`src/rtl/mnps_pkg.sv`:
```
// ============================================================================
// mnps_pkg - shared types and constants for the mono note priority stack
// Opcodes, configuration register indexes, controller states and the
// command/status bundles between controller and datapath.
// ============================================================================
`default_nettype none

package mnps_pkg;

  // Default stack size, overridable at the top level
  localparam int unsigned STACK_DEPTH_DEF = 16;

  // Physical keyboard
  localparam int unsigned KEY_COUNT   = 32;
  localparam int unsigned HELD_KEYS_W = 32;
  localparam int unsigned KEY_LIMIT   = (KEY_COUNT < HELD_KEYS_W) ? KEY_COUNT : HELD_KEYS_W;

  // Field widths
  localparam int unsigned OP_W      = 3;
  localparam int unsigned PITCH_W   = 8;
  localparam int unsigned LEVEL_W   = 16;
  localparam int unsigned KEY_W     = 5;
  localparam int unsigned NOTE_W    = 10;
  localparam int unsigned OCT_W     = 5;
  localparam int unsigned CNT_W     = 5;
  localparam int unsigned CFG_W     = 4;
  localparam int unsigned CFG_IDX_W = 1;

  localparam logic [PITCH_W-1:0]       KEY_BASE_PITCH   = 8'd36;
  localparam logic signed [NOTE_W-1:0] SEMIS_PER_OCTAVE = 10'sd12;
  localparam logic signed [NOTE_W-1:0] REF_NOTE         = 10'sd60;
  localparam logic [CFG_W-1:0]         LOW_OCT_RST      = 4'b1101;  // -3
  localparam logic [CFG_W-1:0]         HIGH_OCT_RST     = 4'd3;

  typedef enum logic [OP_W-1:0] {
    OP_NOTE_ON    = 3'd0,
    OP_NOTE_OFF   = 3'd1,
    OP_AFTERTOUCH = 3'd2,
    OP_SET_LATCH  = 3'd3,
    OP_OCT_UP     = 3'd4,
    OP_OCT_DOWN   = 3'd5
  } opcode_e;

  typedef enum logic [CFG_IDX_W-1:0] {
    CFG_LOWEST_OCT  = 1'b0,
    CFG_HIGHEST_OCT = 1'b1
  } cfg_idx_e;

  typedef enum logic [3:0] {
    ST_IDLE,
    ST_DECODE,
    ST_FIND,
    ST_COMPACT,
    ST_PUSH,
    ST_SET_LEVEL,
    ST_TOP,
    ST_REFRESH,
    ST_DONE
  } state_e;

  typedef struct packed {
    logic load_item;
    logic apply_op;
    logic scan_start;
    logic scan_run;
    logic compact;
    logic push_new;
    logic set_level;
    logic read_top;
    logic refresh;
    logic out_load;
  } cmd_t;

  typedef struct packed {
    logic [OP_W-1:0] op;
    logic            latch;
    logic            latch_en;
    logic            found;
    logic            full;
    logic            scan_done;
    logic            out_free;
  } sts_t;

endpackage

`default_nettype wire

```
`src/rtl/mnps_ctrl.sv`:
```
// ============================================================================
// mnps_ctrl - event sequencer
// Walks each event through search, compaction, push or level update, top
// read and refresh, then hands the result to the output register.
// ============================================================================
`default_nettype none

module mnps_ctrl import mnps_pkg::*; (
  input  wire  logic clk_i,
  input  wire  logic rst_ni,
  input  wire  logic in_valid_i,
  output logic       in_stall_o,
  input  wire  sts_t sts_i,
  output cmd_t       cmd_o
);

  state_e state_q, state_d;

  always_ff @(posedge clk_i or negedge rst_ni) begin
    if (!rst_ni) begin
      state_q <= ST_IDLE;
    end else begin
      state_q <= state_d;
    end
  end

  // Next state
  always_comb begin
    state_d = state_q;
    case (state_q)
      ST_IDLE: begin
        if (in_valid_i) state_d = ST_DECODE;
      end
      ST_DECODE: begin
        case (sts_i.op)
          OP_NOTE_ON, OP_AFTERTOUCH: state_d = ST_FIND;
          OP_NOTE_OFF:               state_d = sts_i.latch ? ST_TOP : ST_FIND;
          OP_SET_LATCH:              state_d = sts_i.latch_en ? ST_TOP : ST_COMPACT;
          default:                   state_d = ST_TOP;
        endcase
      end
      ST_FIND: begin
        if (sts_i.scan_done) begin
          if (sts_i.op == OP_AFTERTOUCH) begin
            state_d = sts_i.found ? ST_SET_LEVEL : ST_TOP;
          end else if (sts_i.found || (sts_i.op == OP_NOTE_ON && sts_i.full)) begin
            state_d = ST_COMPACT;
          end else if (sts_i.op == OP_NOTE_ON) begin
            state_d = ST_PUSH;
          end else begin
            state_d = ST_TOP;
          end
        end
      end
      ST_COMPACT: begin
        if (sts_i.scan_done) state_d = (sts_i.op == OP_NOTE_ON) ? ST_PUSH : ST_TOP;
      end
      ST_PUSH:      state_d = ST_TOP;
      ST_SET_LEVEL: state_d = ST_TOP;
      ST_TOP:       state_d = ST_REFRESH;
      ST_REFRESH:   state_d = ST_DONE;
      ST_DONE: begin
        if (sts_i.out_free) state_d = ST_IDLE;
      end
      default:      state_d = ST_IDLE;
    endcase
  end

  // Commands
  always_comb begin
    cmd_o            = '0;
    cmd_o.load_item  = (state_q == ST_IDLE) && in_valid_i;
    cmd_o.apply_op   = (state_q == ST_DECODE);
    cmd_o.scan_start = (state_q == ST_DECODE) || ((state_q == ST_FIND) && sts_i.scan_done);
    cmd_o.scan_run   = (state_q == ST_FIND) || (state_q == ST_COMPACT);
    cmd_o.compact    = (state_q == ST_COMPACT);
    cmd_o.push_new   = (state_q == ST_PUSH);
    cmd_o.set_level  = (state_q == ST_SET_LEVEL);
    cmd_o.read_top   = (state_q == ST_TOP);
    cmd_o.refresh    = (state_q == ST_REFRESH);
    cmd_o.out_load   = (state_q == ST_DONE) && sts_i.out_free;
  end

  assign in_stall_o = (state_q != ST_IDLE);

endmodule

`default_nettype wire

```
`src/rtl/mnps_datapath.sv`:
```
// ============================================================================
// mnps_datapath - note stack storage and event arithmetic
// Holds the stack memory, fill count, latch, gate, octave and held note,
// runs the read-ahead scan used for search and compaction, and keeps the
// output register.
// ============================================================================
`default_nettype none

module mnps_datapath import mnps_pkg::*; #(
  parameter int unsigned STACK_DEPTH = STACK_DEPTH_DEF
) (
  input  wire  logic                      clk_i,
  input  wire  logic                      rst_ni,
  input  wire  logic                      cfg_we_i,
  input  wire  logic [CFG_IDX_W-1:0]      cfg_idx_i,
  input  wire  logic [CFG_W-1:0]          cfg_data_i,
  input  wire  logic [OP_W-1:0]           opcode_i,
  input  wire  logic [PITCH_W-1:0]        note_pitch_i,
  input  wire  logic [LEVEL_W-1:0]        level_i,
  input  wire  logic [KEY_W-1:0]          key_index_i,
  input  wire  logic                      latch_enable_i,
  input  wire  logic [HELD_KEYS_W-1:0]    held_keys_i,
  input  wire  cmd_t                      cmd_i,
  output sts_t                            sts_o,
  input  wire  logic                      out_stall_i,
  output logic                            out_valid_o,
  output logic                            gate_o,
  output logic                            retrigger_o,
  output logic signed [NOTE_W-1:0]        active_note_o,
  output logic [LEVEL_W-1:0]              active_level_o,
  output logic signed [OCT_W-1:0]         octave_now_o,
  output logic                            latch_state_o,
  output logic [CNT_W-1:0]                entry_count_o
);

  localparam int unsigned AW = $clog2(STACK_DEPTH);
  localparam int unsigned CW = $clog2(STACK_DEPTH + 1);

  // Event item
  logic [OP_W-1:0]        op_q;
  logic [PITCH_W-1:0]     pitch_q;
  logic [LEVEL_W-1:0]     level_q;
  logic [KEY_W-1:0]       key_q;
  logic                   en_q;
  logic [HELD_KEYS_W-1:0] keys_q;

  // Configuration
  logic [CFG_W-1:0] low_oct_q, high_oct_q;

  // Persistent state
  logic [CW-1:0]              fill_q;
  logic                       latch_q, gate_q, pulse_q;
  logic signed [OCT_W-1:0]    oct_q;
  logic [PITCH_W-1:0]         prev_top_q;
  logic signed [NOTE_W-1:0]   held_note_q;
  logic [LEVEL_W-1:0]         act_level_q;

  // Scan
  logic [CW-1:0] rd_idx_q, kept_q;
  logic          rd_vld_q;
  logic [AW-1:0] rd_prev_q;
  logic          found_q;
  logic [AW-1:0] match_idx_q;

  // Stack memory
  logic [PITCH_W-1:0] pitch_mem [STACK_DEPTH];
  logic [LEVEL_W-1:0] level_mem [STACK_DEPTH];
  logic [PITCH_W-1:0] rd_pitch_q;
  logic [LEVEL_W-1:0] rd_level_q;
  logic               pitch_we, level_we;
  logic [AW-1:0]      wr_addr, rd_addr;
  logic [PITCH_W-1:0] wr_pitch;
  logic [LEVEL_W-1:0] wr_level;

  // Output register
  logic                     out_valid_q;
  logic                     o_gate_q, o_retrig_q, o_latch_q;
  logic signed [NOTE_W-1:0] o_note_q;
  logic [LEVEL_W-1:0]       o_level_q;
  logic signed [OCT_W-1:0]  o_oct_q;
  logic [CNT_W-1:0]         o_count_q;

  // Combinational helpers
  logic [PITCH_W-1:0]       search_pitch;
  logic                     issue, scan_done, hit, drop, keep, held, compact_wr, out_free;
  logic [PITCH_W-1:0]       key_off;
  logic [CW-1:0]            fill_m1;
  logic signed [NOTE_W-1:0] oct_ext, oct_x12, note_calc;
  logic signed [OCT_W-1:0]  high_ext, low_ext;

  assign search_pitch = (op_q == OP_AFTERTOUCH) ? (KEY_BASE_PITCH + {3'b000, key_q}) : pitch_q;
  assign issue        = cmd_i.scan_run && (rd_idx_q != fill_q);
  assign scan_done    = (rd_idx_q == fill_q) && !rd_vld_q;
  assign hit          = rd_vld_q && (rd_pitch_q == search_pitch);

  // A pitch maps to a key only inside the physical keyboard
  assign key_off = rd_pitch_q - KEY_BASE_PITCH;
  assign held    = (rd_pitch_q >= KEY_BASE_PITCH) && (key_off < 8'(KEY_LIMIT)) &&
                   keys_q[key_off[4:0]];

  // Drop the matched copy, or the oldest entry when a full stack has no copy
  assign drop       = found_q ? (rd_prev_q == match_idx_q) : (rd_prev_q == '0);
  assign keep       = (op_q == OP_SET_LATCH) ? held : !drop;
  assign compact_wr = cmd_i.scan_run && cmd_i.compact && rd_vld_q && keep;

  assign fill_m1   = fill_q - CW'(1);
  assign oct_ext   = {{(NOTE_W-OCT_W){oct_q[OCT_W-1]}}, oct_q};
  assign oct_x12   = oct_ext * SEMIS_PER_OCTAVE;
  assign note_calc = $signed({2'b00, rd_pitch_q}) + oct_x12;
  assign high_ext  = $signed({1'b0, high_oct_q});
  assign low_ext   = $signed({low_oct_q[CFG_W-1], low_oct_q});

  assign out_free = !out_valid_q || !out_stall_i;

  // Memory port selection
  always_comb begin
    pitch_we = 1'b0;
    level_we = 1'b0;
    wr_addr  = kept_q[AW-1:0];
    wr_pitch = rd_pitch_q;
    wr_level = rd_level_q;
    if (compact_wr) begin
      pitch_we = 1'b1;
      level_we = 1'b1;
    end else if (cmd_i.push_new) begin
      pitch_we = 1'b1;
      level_we = 1'b1;
      wr_addr  = fill_q[AW-1:0];
      wr_pitch = pitch_q;
      wr_level = level_q;
    end else if (cmd_i.set_level) begin
      level_we = 1'b1;
      wr_addr  = match_idx_q;
      wr_level = level_q;
    end
  end

  assign rd_addr = cmd_i.read_top ? fill_m1[AW-1:0] : rd_idx_q[AW-1:0];

  always_ff @(posedge clk_i) begin
    if (pitch_we) pitch_mem[wr_addr] <= wr_pitch;
    if (level_we) level_mem[wr_addr] <= wr_level;
    rd_pitch_q <= pitch_mem[rd_addr];
    rd_level_q <= level_mem[rd_addr];
  end

  // Item capture and scan position (payload)
  always_ff @(posedge clk_i) begin
    if (cmd_i.load_item) begin
      op_q    <= opcode_i;
      pitch_q <= note_pitch_i;
      level_q <= level_i;
      key_q   <= key_index_i;
      en_q    <= latch_enable_i;
      keys_q  <= held_keys_i;
    end
    if (issue) rd_prev_q <= rd_idx_q[AW-1:0];
    if (cmd_i.scan_run && !cmd_i.compact && hit && (!found_q || op_q != OP_AFTERTOUCH)) begin
      match_idx_q <= rd_prev_q;
    end
  end

  // Configuration registers
  always_ff @(posedge clk_i or negedge rst_ni) begin
    if (!rst_ni) begin
      low_oct_q  <= LOW_OCT_RST;
      high_oct_q <= HIGH_OCT_RST;
    end else if (cfg_we_i) begin
      case (cfg_idx_i)
        CFG_LOWEST_OCT:  low_oct_q  <= cfg_data_i;
        CFG_HIGHEST_OCT: high_oct_q <= cfg_data_i;
        default: ;
      endcase
    end
  end

  // Scan control
  always_ff @(posedge clk_i or negedge rst_ni) begin
    if (!rst_ni) begin
      rd_idx_q <= '0;
      rd_vld_q <= 1'b0;
      kept_q   <= '0;
      found_q  <= 1'b0;
    end else begin
      if (cmd_i.scan_start) begin
        rd_idx_q <= '0;
        rd_vld_q <= 1'b0;
        kept_q   <= '0;
      end else if (cmd_i.scan_run) begin
        rd_vld_q <= issue;
        if (issue)      rd_idx_q <= rd_idx_q + CW'(1);
        if (compact_wr) kept_q   <= kept_q + CW'(1);
      end
      if (cmd_i.load_item) begin
        found_q <= 1'b0;
      end else if (cmd_i.scan_run && !cmd_i.compact && hit) begin
        found_q <= 1'b1;
      end
    end
  end

  // Note state
  always_ff @(posedge clk_i or negedge rst_ni) begin
    if (!rst_ni) begin
      fill_q      <= '0;
      latch_q     <= 1'b0;
      gate_q      <= 1'b0;
      pulse_q     <= 1'b0;
      oct_q       <= '0;
      prev_top_q  <= '0;
      held_note_q <= REF_NOTE;
      act_level_q <= '0;
    end else begin
      if (cmd_i.load_item) pulse_q <= 1'b0;

      if (cmd_i.apply_op) begin
        case (op_q)
          OP_NOTE_ON: begin
            gate_q  <= 1'b1;
            pulse_q <= 1'b1;
          end
          OP_SET_LATCH: latch_q <= en_q;
          OP_OCT_UP: begin
            if (oct_q < high_ext) oct_q <= oct_q + OCT_W'(1);
          end
          OP_OCT_DOWN: begin
            if (oct_q > low_ext) oct_q <= oct_q - OCT_W'(1);
          end
          default: ;
        endcase
      end

      if (cmd_i.scan_run && cmd_i.compact && scan_done) begin
        fill_q <= kept_q;
      end else if (cmd_i.push_new) begin
        fill_q <= fill_q + CW'(1);
      end

      // Top entry was read in the previous cycle
      if (cmd_i.refresh) begin
        if (fill_q == '0) begin
          gate_q      <= 1'b0;
          act_level_q <= '0;
        end else begin
          if ((rd_pitch_q != prev_top_q) && gate_q) pulse_q <= 1'b1;
          prev_top_q  <= rd_pitch_q;
          held_note_q <= note_calc;
          act_level_q <= rd_level_q;
        end
      end
    end
  end

  // Output register
  always_ff @(posedge clk_i or negedge rst_ni) begin
    if (!rst_ni) begin
      out_valid_q <= 1'b0;
    end else if (cmd_i.out_load) begin
      out_valid_q <= 1'b1;
    end else if (!out_stall_i) begin
      out_valid_q <= 1'b0;
    end
  end

  always_ff @(posedge clk_i) begin
    if (cmd_i.out_load) begin
      o_gate_q   <= gate_q;
      o_retrig_q <= pulse_q;
      o_note_q   <= held_note_q;
      o_level_q  <= act_level_q;
      o_oct_q    <= oct_q;
      o_latch_q  <= latch_q;
      o_count_q  <= CNT_W'(fill_q);
    end
  end

  assign out_valid_o    = out_valid_q;
  assign gate_o         = o_gate_q;
  assign retrigger_o    = o_retrig_q;
  assign active_note_o  = o_note_q;
  assign active_level_o = o_level_q;
  assign octave_now_o   = o_oct_q;
  assign latch_state_o  = o_latch_q;
  assign entry_count_o  = o_count_q;

  always_comb begin
    sts_o           = '0;
    sts_o.op        = op_q;
    sts_o.latch     = latch_q;
    sts_o.latch_en  = en_q;
    sts_o.found     = found_q;
    sts_o.full      = (fill_q == CW'(STACK_DEPTH));
    sts_o.scan_done = scan_done;
    sts_o.out_free  = out_free;
  end

`ifndef SYNTHESIS
  a_fill_bound: assert property (@(posedge clk_i) disable iff (!rst_ni)
    fill_q <= CW'(STACK_DEPTH))
    else $error("stack fill exceeds depth");

  a_push_room: assert property (@(posedge clk_i) disable iff (!rst_ni)
    cmd_i.push_new |-> (fill_q < CW'(STACK_DEPTH)))
    else $error("push into a full stack");

  a_gate_empty: assert property (@(posedge clk_i) disable iff (!rst_ni)
    cmd_i.refresh |=> ((fill_q != '0) || !gate_q))
    else $error("gate open on an empty stack after refresh");

  a_compact_order: assert property (@(posedge clk_i) disable iff (!rst_ni)
    (cmd_i.scan_run && cmd_i.compact) |-> (kept_q <= rd_idx_q))
    else $error("compaction write overtook the read pointer");
`endif

endmodule

`default_nettype wire

```
`src/rtl/mono_note_priority_stack.sv`:
```
// Sequence: events that touch no entries pass decode, top read and refresh; a note
//   on or note off may first make a search pass and then a compaction pass, each one
//   memory read per entry, and a note on adds a push before top read and refresh.
// Throughput: one event at a time; the next is accepted once the result is registered,
//   even while that result still waits to be taken.
// Reset: stack empty, octave 0, latch off, gate off, held note 60, octave limits -3/+3.
// ============================================================================
// mono_note_priority_stack - monophonic last-note-priority note stack
// Keyboard events in, one gate/note/level result out per event.
// ============================================================================
`default_nettype none

module mono_note_priority_stack import mnps_pkg::*; #(
  parameter int unsigned STACK_DEPTH = STACK_DEPTH_DEF
) (
  input  wire  logic                   clk_i,
  input  wire  logic                   rst_ni,
  input  wire  logic                   cfg_we_i,
  input  wire  logic [CFG_IDX_W-1:0]   cfg_idx_i,
  input  wire  logic [CFG_W-1:0]       cfg_data_i,
  input  wire  logic                   in_valid_i,
  output logic                         in_stall_o,
  input  wire  logic [OP_W-1:0]        opcode_i,
  input  wire  logic [PITCH_W-1:0]     note_pitch_i,
  input  wire  logic [LEVEL_W-1:0]     level_i,
  input  wire  logic [KEY_W-1:0]       key_index_i,
  input  wire  logic                   latch_enable_i,
  input  wire  logic [HELD_KEYS_W-1:0] held_keys_i,
  output logic                         out_valid_o,
  input  wire  logic                   out_stall_i,
  output logic                         gate_o,
  output logic                         retrigger_o,
  output logic signed [NOTE_W-1:0]     active_note_o,
  output logic [LEVEL_W-1:0]           active_level_o,
  output logic signed [OCT_W-1:0]      octave_now_o,
  output logic                         latch_state_o,
  output logic [CNT_W-1:0]             entry_count_o
);

  cmd_t cmd;
  sts_t sts;

  mnps_ctrl u_ctrl (
    .clk_i      (clk_i),
    .rst_ni     (rst_ni),
    .in_valid_i (in_valid_i),
    .in_stall_o (in_stall_o),
    .sts_i      (sts),
    .cmd_o      (cmd)
  );

  mnps_datapath #(
    .STACK_DEPTH (STACK_DEPTH)
  ) u_datapath (
    .clk_i          (clk_i),
    .rst_ni         (rst_ni),
    .cfg_we_i       (cfg_we_i),
    .cfg_idx_i      (cfg_idx_i),
    .cfg_data_i     (cfg_data_i),
    .opcode_i       (opcode_i),
    .note_pitch_i   (note_pitch_i),
    .level_i        (level_i),
    .key_index_i    (key_index_i),
    .latch_enable_i (latch_enable_i),
    .held_keys_i    (held_keys_i),
    .cmd_i          (cmd),
    .sts_o          (sts),
    .out_stall_i    (out_stall_i),
    .out_valid_o    (out_valid_o),
    .gate_o         (gate_o),
    .retrigger_o    (retrigger_o),
    .active_note_o  (active_note_o),
    .active_level_o (active_level_o),
    .octave_now_o   (octave_now_o),
    .latch_state_o  (latch_state_o),
    .entry_count_o  (entry_count_o)
  );

endmodule

`default_nettype wire

```
`config.mk`:
```
export PLATFORM = sky130hd
export DESIGN_NAME = mono_note_priority_stack
export DESIGN_NICKNAME = d
export VERILOG_FILES = /design/src/rtl/mnps_pkg.sv /design/src/rtl/mnps_ctrl.sv /design/src/rtl/mnps_datapath.sv /design/src/rtl/mono_note_priority_stack.sv
export SDC_FILE = /design/constraint.sdc
export NUM_CORES = 1
export LEC_CHECK = 0
export ABC_AREA = 1
export BUFFER_PORTS_ARGS = -buffer_cell sky130_fd_sc_hd__buf_2
export CORE_MARGIN = 3
export CORE_UTILIZATION = 40
export DETAILED_ROUTE_END_ITERATION = 8
export GPL_TIMING_DRIVEN = 0
export HOLD_SLACK_MARGIN = 0.1
export MAX_ROUTING_LAYER = met4
export PLACE_DENSITY = 0.68
export SLEW_MARGIN = 20
export SYNTH_ARGS = -nofsm -noshare
export SYNTH_HDL_FRONTEND = slang
export SYNTH_HIERARCHICAL = 1
export SYNTH_SLANG_ARGS = --single-unit
```
`constraint.sdc`:
```
create_clock -name clk_i -period 5.1 [get_ports clk_i]
set_input_delay 1.275 -clock clk_i [delete_from_list [all_inputs] [get_ports clk_i]]
set_output_delay 1.275 -clock clk_i [all_outputs]
set_load 0.01 [all_outputs]
```
==> impl_metrics.json <==
{
  "antenna_found_initial": 2,
  "cts_buffer_depth": 3,
  "ys_seq_area_share_pct": 70.8,
  "cts_tree": "done",
  "min_from": "u_datapath/act_level_q[7]$_DFFE_PN0P_",
  "drt-total-wl_microns": 64900,
  "power_frac_comb_pct": 38.8,
  "crit_type": "reg -> reg",
  "start_util_pct": 40.7,
  "portBuffers": 115,
  "multiInputGateArea_sq_mm": 0.00628,
  "area_growth_pct": 15.9,
  "synthArstFlopShare_pct": 11.9,
  "r2r_start": "u_datapath/rd_pitch_q[2]$_DFF_P_",
  "syn_area_per_cell_sq_um": 12.2,
  "cap_violations": 0,
  "ys_warn_count": 6,
  "whs_ns": 0.451,
  "gp_congestion": 0.912,
  "clk_pin_slew_ns": 0.06,
  "synth_edf_count": 496,
  "power.share.clock_pct": 22.7,
  "nets": 2290,
  "dp_slack_ns": 1.23,
  "postCtsSetupBuffers": 0,
  "place_hpwl_microns": 45400,
  "finalNonFillerCells": 2999,
  "required_ns": 5.31,
  "clockRootBuffer": "clkbuf_16",
  "cts_made_buffers": 56,
  "num_rows": 89,
  "timing.fmax_ghz": 0.252,
  "endpoint_kind": "flip-flop",
  "htree_num_levels": 2,
  "vias_per_cell": 5.59,
  "final_cell_mix": "edfxtp_1, nor2_1, o21ai_0",
  "avgRoutedWirePerCell_microns": 21.6,
  "share_seq_of_total_power_pct": 38.5,
  "timing.final.crit_period_ns": 3.97,
  "drive_gt1_share_pct": 14.1,
  "grt_pass1_vias": 16300,
  "fin_ws_ns": 1.13,
  "fin_setup_tns_ns": 0,
  "cp_max_fo": 10,
  "antenna_left": 0,
  "drt_iter0_markers": 1581,
  "cts_sinks": 590,
  "vdd_drop_max_uv": 338,
  "dieHeight_microns": 252,
  "synth-main-ff-cell": "edfxtp_1",
  "place_inst": 2895,
  "worstPathArrival_ns": 4.18,
  "p_sw_share_pct": 40.2,
  "cp-startpoint": "u_datapath/rd_pitch_q[2]$_DFF_P_",
  "grt_pass1_wl_microns": 97700,
  "core-area_sq_mm": 0.0595,
  "outcome": "completed",
  "syn_area_sq_mm": 0.0242,
  "syn_nets": 2092,
  "synth_cells": 1982,
  "setup_viol": 0,
  "drt_first_pass_iters": 5,
  "final_common_cell": "edfxtp_1",
  "dr_total_vias": 16800,
  "clock_latency_ns": 0.62,
  "cp-start-kind": "flip-flop",
  "leakage_nw": 10.2,
  "ctsResizeCount": 0,
  "gr-usage-all-layers_pct": 20.8,
  "relSlewSlack_pct": 19.7,
  "holdBufCountCts": 0,
  "ys_seq_elements": 590,
  "regArea_sq_mm": 0.0171,
  "hold_viol": 0,
  "hp-class": "reg -> reg",
  "drc": 0,
  "powerDensity_mw_per_mm2": 650,
  "fillers": 5191,
  "grt_max_degree": 41,
  "worst_slew_pin_slew_ns": 1.20,
  "rsz0062_at_grt": "false",
  "internal-power_mw": 10.9,
  "die-width_microns": 252,
  "synth.distinct_cells": 45,
  "die_area_sq_mm": 0.0635,
  "ios": 116,
  "p_switching_mw": 7.33,
  "finalMaxSlewViolations": 0,
  "fin_crit_sh_pct": 77.8,
  "fin_skew_ns": 0.0243,
  "grt.overflow.total": 0,
  "fin_util_pct": 47.2
}
[metal layers]
metal | part of all wire [%] | global-route usage (%)
met1 | 40 | 26.4
met2 | 47 | 32.8
met3 | 9.7 | 5.08
met4 | 3.3 | 7.35
met5 | 0 | -
[cells by family (layout without fill, tap and decap cells)]
group                    count (synthesis)  count (layout)  share of synthesized area [%]
AO/OA/AOI/OAI                          457             457                           11.3
XOR/XNOR                                34              34                           1.23
adder cells (fa/ha/maj)                 35              35                           1.90
buffers and inverters                  227             469                           3.76
flip-flops                             590             590                           70.8
multiplexers                             1               1                         0.0465
other                                    0               2                              0
AND/OR/NAND/NOR                        638             638                           10.9
[registers in the layout, indices dropped and copies added (netlist names), 10 cells and up]
register                   cells
u_datapath/pitch_mem         128
u_datapath/act_level_q        16
u_datapath/active_note_o      10
u_datapath/keys_q             32
u_datapath/level_mem         256
u_datapath/rd_level_q         16
u_datapath/level_q            16
u_datapath/active_level_o     16
[stage by stage]
step                      cell area [sq um]  total power [mW]
final                                 28000              18.2
after global routing                  28000              19.1
after CTS                             28000              18.1
after detailed placement              26200              14.0
after global placement                25700              13.6
after floorplan                       24200              11.1
[final cells by class]
| class | instances | share of cell area, % |
|---|---|---|
| buffer | 104 | 1.60 |
| clock inverter | 30 | 1.12 |
| tap | 773 | 3.45 |
| sequential | 590 | 61.1 |
| clock buffer | 72 | 5.36 |
| inverter | 123 | 1.65 |
| timing repair buffer | 140 | 3.31 |
| multi-input combinational | 1165 | 22.4 |
| antenna | 2 | 0.0178 |
[power groups by stage]
stage / registers, mW / clock network [mW] / logic, mW
global route: 7.08 / 4.39 / 7.68
floorplan: 7.00 / 0 / 4.14
global placement: 7.15 / 0 / 6.46
CTS: 7.02 / 4.21 / 6.88
finish: 7.02 / 4.14 / 7.08
detailed placement: 7.12 / 0 / 6.85
[critical path, cell delays in order (launching register included)]
cell and delay [ns]:
dfxtp_1 0.36, buf_2 0.24, inv_2 0.14, ha_1 0.37, inv_1 0.09, nand3_1 0.09
nand2_1 0.08, nand2_1 0.08, nand3_2 0.14, nand2_4 0.16, nand2_4 0.11, nand2_1 0.11
nand2_2 0.07, nor2_1 0.42, nand2_1 0.17, nor2_1 0.93
[synthesized netlist by cell type, types with 2 or more instances]
cell type	n	area share [%]
o211ai_1	39	1.2
clkbuf_1	87	1.3
buf_6	3	0.14
a21o_1	2	0.062
ha_1	32	1.7
a21oi_1	36	0.74
nand3b_1	2	0.062
nor2_1	285	4.4
dfxtp_1	24	2.0
xor2_1	19	0.69
o22ai_1	36	0.93
nor2_4	4	0.19
nand2_1	221	3.4
clkinv_1	2	0.031
nor3b_1	2	0.062
fa_1	3	0.25
nand2_4	3	0.14
inv_2	4	0.062
o21ai_0	261	5.4
o21ai_1	3	0.062
dfstp_2	9	0.98
a31oi_1	3	0.078
edfxtp_1	496	62
dfrtp_1	61	6.3
nand3_1	86	1.8
nor4_1	3	0.078
nor2_2	5	0.13
nand4_1	7	0.18
nand2_2	7	0.18
xnor2_1	15	0.54
buf_2	7	0.14
o31ai_1	2	0.062
inv_1	117	1.8
buf_4	7	0.22
nor3_1	10	0.21
o221ai_1	70	2.5
[worst paths after layout]
path                                                     endpoint  depth (start not counted)  slack, ns
min in group asynchronous     u_datapath/low_oct_q[1]$_DFFE_PN0P_                          1       0.60
max                          u_datapath/pitch_mem[9][3]$_DFFE_PP_                         15       1.13
min reg2reg                u_datapath/active_level_o[7]$_DFFE_PP_                          0       0.45
max in group asynchronous   u_datapath/act_level_q[4]$_DFFE_PN0P_                          2       3.91
max reg2reg                  u_datapath/pitch_mem[9][3]$_DFFE_PP_                         15       1.13
min                        u_datapath/active_level_o[7]$_DFFE_PP_                          0       0.45
(Power assumes the default switching activity.)
